===== config.mk =====
export PLATFORM = sky130hd
export DESIGN_NAME = copf_cmp
export DESIGN_NICKNAME = d
export VERILOG_FILES = /design/src/design/copf_pkg.sv /design/src/design/copf_cmp.sv
export SDC_FILE = /design/constraint.sdc
export NUM_CORES = 2
export LEC_CHECK = 0
export ABC_AREA = 0
export BUFFER_PORTS_ARGS = -buffer_cell sky130_fd_sc_hd__buf_2
export CAP_MARGIN = 20
export CORE_MARGIN = 5
export CORE_UTILIZATION = 35
export CTS_BUF_LIST = sky130_fd_sc_hd__clkbuf_16
export DETAILED_ROUTE_END_ITERATION = 12
export PLACE_DENSITY = 0.58
export SETUP_SLACK_MARGIN = 0.05
export SKIP_LAST_GASP = 1
export SLEW_MARGIN = 20
export SYNTH_ARGS = -nofsm -noshare
export SYNTH_HDL_FRONTEND = slang
export SYNTH_SLANG_ARGS = --single-unit

===== constraint.sdc =====
create_clock -name clk -period 6 [get_ports clk]
set_input_delay 0.3 -clock clk [delete_from_list [all_inputs] [get_ports clk]]
set_output_delay 0.3 -clock clk [all_outputs]
set_load 0.1 [all_outputs]

===== src/design/copf_pkg.sv =====
// ----------------------------------------------------------------------------
// copf_pkg
// Shared types for the circle overlap pair finder: the input and result
// transactions, the stored circle record, the compare unit status and the
// sequencer state codes.
// ----------------------------------------------------------------------------
package copf_pkg;

  // One circle as it arrives on the input channel
  typedef struct packed {
    logic               frame_start;
    logic        [15:0] entity_id;
    logic signed [15:0] pos_x;
    logic signed [15:0] pos_y;
    logic        [15:0] radius;
  } circle_in_t;

  // One pair result on the output channel
  typedef struct packed {
    logic [15:0] new_id;
    logic [15:0] earlier_id;
    logic        overflow;
    logic        last_of_run;
  } pair_out_t;

  // Stored circle record, 64 bits
  typedef struct packed {
    logic        [15:0] id;
    logic signed [15:0] x;
    logic signed [15:0] y;
    logic        [15:0] r;
  } circle_t;

  // Status from the compare unit back to the sequencer
  typedef struct packed {
    logic        busy;    // a compare is still in flight
    logic        hit;     // final stage holds an overlapping pair
    logic [15:0] hit_id;  // id of the stored circle of that pair
  } cmp_stat_t;

  // Sequencer states, one-hot
  typedef enum logic [2:0] {
    ST_IDLE   = 3'b001,
    ST_SCAN   = 3'b010,
    ST_FINISH = 3'b100
  } seq_state_t;

endpackage


===== src/design/copf_cmp.sv =====
// ----------------------------------------------------------------------------
// copf_cmp
// Pipelined overlap test shared by every stored circle of a scan. Takes one
// stored circle per enabled cycle; three stages: differences, squares, compare.
// ----------------------------------------------------------------------------
module copf_cmp (
  input  logic               clk,
  input  logic               rst_n,
  input  logic               en,
  input  logic               in_v,
  input  copf_pkg::circle_t  stored,
  input  copf_pkg::circle_t  cur,
  output copf_pkg::cmp_stat_t stat
);
  import copf_pkg::*;

  // stage 1: differences and radius sum
  logic               v1_r;
  logic signed [16:0] dx_r;
  logic signed [16:0] dy_r;
  logic        [16:0] rs_r;
  logic        [15:0] id1_r;

  // stage 2: squares
  logic               v2_r;
  logic        [32:0] dx2_r;
  logic        [32:0] dy2_r;
  logic        [33:0] rs2_r;
  logic        [15:0] id2_r;

  // stage 3: compare result
  logic               hit_r;
  logic        [15:0] id3_r;

  logic signed [33:0] dx_sq;
  logic signed [33:0] dy_sq;
  logic        [33:0] d2;

  assign dx_sq = 34'(dx_r) * 34'(dx_r);
  assign dy_sq = 34'(dy_r) * 34'(dy_r);
  assign d2    = {1'b0, dx2_r} + {1'b0, dy2_r};

  // valid bits
  always_ff @(posedge clk) begin
    if (!rst_n) begin
      v1_r  <= 1'b0;
      v2_r  <= 1'b0;
      hit_r <= 1'b0;
    end else if (en) begin
      v1_r  <= in_v;
      v2_r  <= v1_r;
      hit_r <= v2_r && (d2 < rs2_r);
    end
  end

  // datapath
  always_ff @(posedge clk) begin
    if (en) begin
      dx_r  <= 17'(cur.x) - 17'(stored.x);
      dy_r  <= 17'(cur.y) - 17'(stored.y);
      rs_r  <= {1'b0, cur.r} + {1'b0, stored.r};
      id1_r <= stored.id;
      dx2_r <= dx_sq[32:0];
      dy2_r <= dy_sq[32:0];
      rs2_r <= 34'(rs_r) * 34'(rs_r);
      id2_r <= id1_r;
      id3_r <= id2_r;
    end
  end

  assign stat.busy   = in_v || v1_r || v2_r;
  assign stat.hit    = hit_r;
  assign stat.hit_id = id3_r;

  // a hit only follows a valid compare in the squares stage
  a_hit_from_pipe: assert property (@(posedge clk) disable iff (!rst_n)
    en && !v2_r |=> !hit_r)
    else $error("copf_cmp: hit without a compare in flight");

  a_hold_when_stalled: assert property (@(posedge clk) disable iff (!rst_n)
    !en |=> $stable(hit_r) && $stable(id3_r))
    else $error("copf_cmp: pipeline moved while stalled");

  a_v1_follows_input: assert property (@(posedge clk) disable iff (!rst_n)
    en && in_v |=> v1_r)
    else $error("copf_cmp: compare dropped at first stage");

endmodule


## After elaboration in Yosys (flattened, before gate mapping)

Cells that the tools add are included.

- Output and inout bits: 18
- Logic and storage cells: 23
- Register bits: 202
- Input bits: 132

- Order comparisons: 1
- Multiply operators: 3
- Reduce and logical (&&, ||, !) cells: 3
- Add/subtract/negate cells: 4

Operators by type and width:

| cell | number |
|---|---|
| $mul 17x17->33 | 2 |
| $add 33x33->34 | 1 |
| $lt 34x34->1 | 1 |
| $mul 17x17->34 | 1 |
| $sub 16x16->17 | 2 |
| $add 16x16->17 | 1 |
| $logic_or 1x1->1 | 2 |
| $logic_and 1x1->1 | 1 |

## Longest topological paths before layout

- Word-level depth: 3
- Mapped depth: 25

## Worst setup path after synthesis

No wires, ideal clock.

- Kind: register to register
- Start point: register dx_r[2]
- End point: register dx2_r[31] (data pin)
- Cell stages (with the launch flop): 26
- Setup time: 258 ps
- Data arrival time: 6125 ps
- Period minus slack after synthesis: 6383 ps
- Buffers on the path: 2
- Path slack: -383 ps
- Cells stage by stage: edfxtp_1 -> clkbuf_1 -> clkbuf_1 -> nand2_1 -> inv_1 -> fa_1 -> inv_1 -> fa_1 -> fa_1 -> inv_1 -> fa_1 -> fa_1 -> inv_1 -> fa_1 -> inv_1 -> ha_1 -> o21a_1 -> nor2_1 -> nor3_1 -> a21o_1 -> a221o_1 -> a41o_1 -> o221a_2 -> a21o_1 -> a21oi_1 -> xnor2_1

- Word-level cells in the longest chain between the ends: 1

RTL lines:

| what | RTL line | RTL |
|---|---|---|
| start: declaration | copf_cmp.sv:19 | `logic signed [16:0] dx_r;` |
| start signal: assignment | copf_cmp.sv:59 | `dx_r <= 17'(cur.x) - 17'(stored.x);` |
| $mul 17x17->33 | copf_cmp.sv:39 | `assign dx_sq = 34'(dx_r) * 34'(dx_r);` |
| via dx_sq[31] | copf_cmp.sv:35 | `logic signed [33:0] dx_sq;` |
| end signal: assignment | copf_cmp.sv:63 | `dx2_r <= dx_sq[32:0];` |
| end: declaration | copf_cmp.sv:26 | `logic [32:0] dx2_r;` |

The timed path passes the listed nets, and every way through them passes these cells.
A chain may end at the register's enable or synchronous reset.

## Worst setup path after layout

- Start point: register rs_r[8]
- End point: register rs2_r[33] (data pin)

- Word-level cells in the longest chain between the ends: 1

RTL lines:

| what | RTL line | RTL |
|---|---|---|
| start: declaration | copf_cmp.sv:21 | `logic [16:0] rs_r;` |
| start signal: assignment | copf_cmp.sv:61 | `rs_r <= {1'b0, cur.r} + {1'b0, stored.r};` |
| $mul 17x17->34 | copf_cmp.sv:65 | `rs2_r <= 34'(rs_r) * 34'(rs_r);` |
| end signal: assignment | copf_cmp.sv:65 |  |
| end: declaration | copf_cmp.sv:28 | `logic [33:0] rs2_r;` |

No other way between the ends.

==> metrics.yaml <==
area_growth_pct: 23.3
ios: 150
slew_violations: 0
num-nets-final: 5643
synth-simple-area-share: 0.0997
synthXorXnorAreaFrac: 0.0443
cts.path.max_buffers: 2
slew_headroom: 0.394
synth_cells: 3763
worst_setup_path_end_kind: "register"
cts_buffers: 17
synth-edff-count: 196
cpMostUsedCell: "fa_1"
drt_iter0_drc: 928
fin_skew_ns: 0.0195
die_y_um: 337
hold_path.class: "input pin to register"
dpl.cell_count: 5662
post-place-ws_ns: -0.454
synth_cell_types: 72
worstPathCellList: "and2_4, fa_1, inv_1, fa_2, fa_1, inv_1, fa_1, fa_1, inv_1, fa_1, inv_2, ha_4, a21o_1, a31oi_4, nor2b_4, a221oi_4, nand3_2, a2111oi_4, a2111oi_4, o21bai_1, a21oi_1, xnor2_1"
synth_seq_area_share: 0.159
finalWirelength_um: 80800
synth_compound_area_frac: 0.0662
cts_tree: "built"
gr-total-overflow: 0
viasPerCell: 4.49
synth_warnings: 0
clkSinkCount: 199
synth-adder-area-share: 0.516
grt_max_degree: 74
die_w_um: 337
layoutNonFillerInstCount: 5802
max_freq_mhz: 161
place_congestion: 0.816
crit_path_top_delay_cell: "fa_1"
critical_path_class: "register to register"
antenna_left: 0
antenna_found_initial: 2
synth_top_area_cell: "fa_1"
start_util: 0.354
status: "complete, but fails checks"
synth.area.mux_share: 0.00144
slowest_delay_ns: 0.56
stdcell_area_um2: 46100
diodes: 0
worst_pin_slew_ns: 0.909
cp_max_fo: 5
drt-wirelength-per-cell_um: 13.9
io_buffers: 133
dr.pass1.iters: 5
route.vias.total: 26100
synth.top_cell.area_share: 0.382
drv_cap: 0
grt_pass1_vias: 28400
die_area_um2: 113000
drc: 0
synth-async-reset-ratio: 0
utilization: 0.436
synth-seq-cells: 199
syn_nets: 5008
core_area_um2: 106000
avgSynthCellArea_um2: 9.93
track_usage: 0.150
required_ns: 6.26
critPathLaunchType: "register"
insertion_delay_ns: 0.51
finalCriticalPeriod_ns: 6.23
layout_setup_ws_ns: -0.230
core.rowCount: 119
synth.top_cells.by_area: "fa_1 38%, edfxtp_1 16%, ha_1 13%"
finalCritPeriodShare: 1.04
htree_levels: 4
netlist_area_um2: 37400
grt_pass1_wl_um: 138000
place_area_um2: 43100
finalSetupViolCount: 8
nFillCells: 10100
rsz0062_at_grt: "yes"
ctsRootBufferMaster: "clkbuf_16"
clkTransAtPathRegs_ns: 0.08
ys_dominant_reg_cell: "edfxtp_1"
failed_checks: "setup timing"
dpl.hpwl_um: 69000
synth_top_family_by_area: "adder cells"
drive_gt1_frac: 0.236
hold_violations: 0
crit_arrival_ns: 6.49
-- per-layer routing --
layer  wire length (µm)  track usage
met1              36600        0.199
met2              41800        0.268
met3               1420       0.0143
met4               1020       0.0299
met5                  0            0
-- path summary, 6_finish.rpt --
kind              startpoint   endpoint  slack (ns)  cells past startpoint
hold / removal          in_v       v1_r        0.07                      3
hold reg to reg     id1_r[9]   id2_r[9]        0.41                      0
setup / recovery     rs_r[8]  rs2_r[33]       -0.23                     22
setup reg to reg     rs_r[8]  rs2_r[33]       -0.23                     22
-- worst max-delay path, delay by kind of cell (launching register included) --
kind,cells,cell delay (ns)
flip-flops,1,0.53
buffers and inverters,4,0.21
AO/OA/AOI/OAI,7,1.32
AND/OR/NAND/NOR,3,0.54
adder cells (fa/ha/maj),7,3.25
XOR/XNOR,1,0.13
-- logic make-up (layout without fill, tap and decap cells) --
group / Yosys count / in the layout
flip-flops: 199 / 199
AND/OR/NAND/NOR: 767 / 767
buffers and inverters: 1128 / 1776
AO/OA/AOI/OAI: 362 / 362
adder cells (fa/ha/maj): 1113 / 1113
XOR/XNOR: 189 / 189
multiplexers: 5 / 5
-- flip-flops by register name, summed over array words and instances, names as in the netlist, 16 cells and up --
name,count
rs_r,17
id1_r,16
id2_r,16
dx_r,17
dx2_r,32
rs2_r,33
dy_r,17
dy2_r,32
id3_r,16
-- cell usage in the layout, fill, tap and decap left out, types with 11 or more instances in the layout --
cell	instances
nand2_1	254
buf_4	459
xnor2_1	138
xor2_1	41
a21oi_2	27
o21a_1	28
and2_4	26
and2_1	143
nor3_1	31
nor2_1	99
and3_1	11
o21ai_0	21
fa_2	37
inv_2	53
fa_1	677
nand2b_1	27
ha_4	34
buf_6	67
edfxtp_1	196
ha_1	357
nor2b_1	42
a21o_1	61
nand3_1	24
a21oi_1	75
buf_2	133
nand2_2	30
nor2_2	11
inv_1	1006
dlygate4sd3_1	16
o21ai_2	13
o21ai_1	18
clkbuf_16	17
o21bai_1	12
-- cell type report --
type	count	area [µm²]	area share
clock buffer	17	425	0.00923
clock inverter	15	169	0.00366
inverter	1060	3980	0.0864
multi-input combinational	2436	28700	0.622
sequential	199	5950	0.129
tap	1391	1740	0.0378
timing repair buffer	684	5180	0.112
-- synth_stat cells, types with 3 or more instances --
| cell | number |
|---|---|
| inv_1 | 1060 |
| fa_1 | 714 |
| ha_1 | 399 |
| nand2_1 | 289 |
| edfxtp_1 | 196 |
| and2_1 | 170 |
| xnor2_1 | 145 |
| nor2_1 | 116 |
| a21oi_1 | 103 |
| clkbuf_1 | 65 |
| a21o_1 | 61 |
| nor2b_1 | 47 |
| xor2_1 | 44 |
| o21ai_0 | 39 |
| nor3_1 | 35 |
| nand3_1 | 28 |
| o21a_1 | 28 |
| nand2b_1 | 27 |
| o21ai_1 | 15 |
| and3_1 | 14 |
| o21bai_1 | 14 |
| a211oi_1 | 13 |
| a31oi_1 | 10 |
| nand4_1 | 10 |
| or2_2 | 10 |
| a31o_2 | 8 |
| o31ai_1 | 8 |
| o211ai_1 | 6 |
| or3_1 | 6 |
| a211o_1 | 5 |
| a2111oi_2 | 4 |
| a41o_1 | 4 |
| nor4_1 | 4 |
| o211a_1 | 4 |
| o311ai_1 | 4 |
| a2111oi_0 | 3 |
| a221oi_1 | 3 |
| dfxtp_1 | 3 |
| mux2_2 | 3 |
| o221ai_1 | 3 |
| o41a_1 | 3 |
-- through the flow --
step	TNS [ns]	hold WS, ns
final	-0.775	0.0741
after global routing	-4.50	0.0941
after CTS	-1.29	0.0194
after detailed placement	-4.55	0.405
after global placement	-3.85	0.400
after floorplan	-0.0370	0.399
-- timing repair --
action,in CTS,in global routing
cloned,0,1
setup endpoints to repair,32,43
hold buffers,16,0
pin swaps,113,201
setup buffers,50,58
resized for setup,160,241
endpoints found under the hold margin,16,0
Power is left out: the tool's default activity adds up to more than one toggle a clock period on the data nets, which glitch-free logic cannot reach.
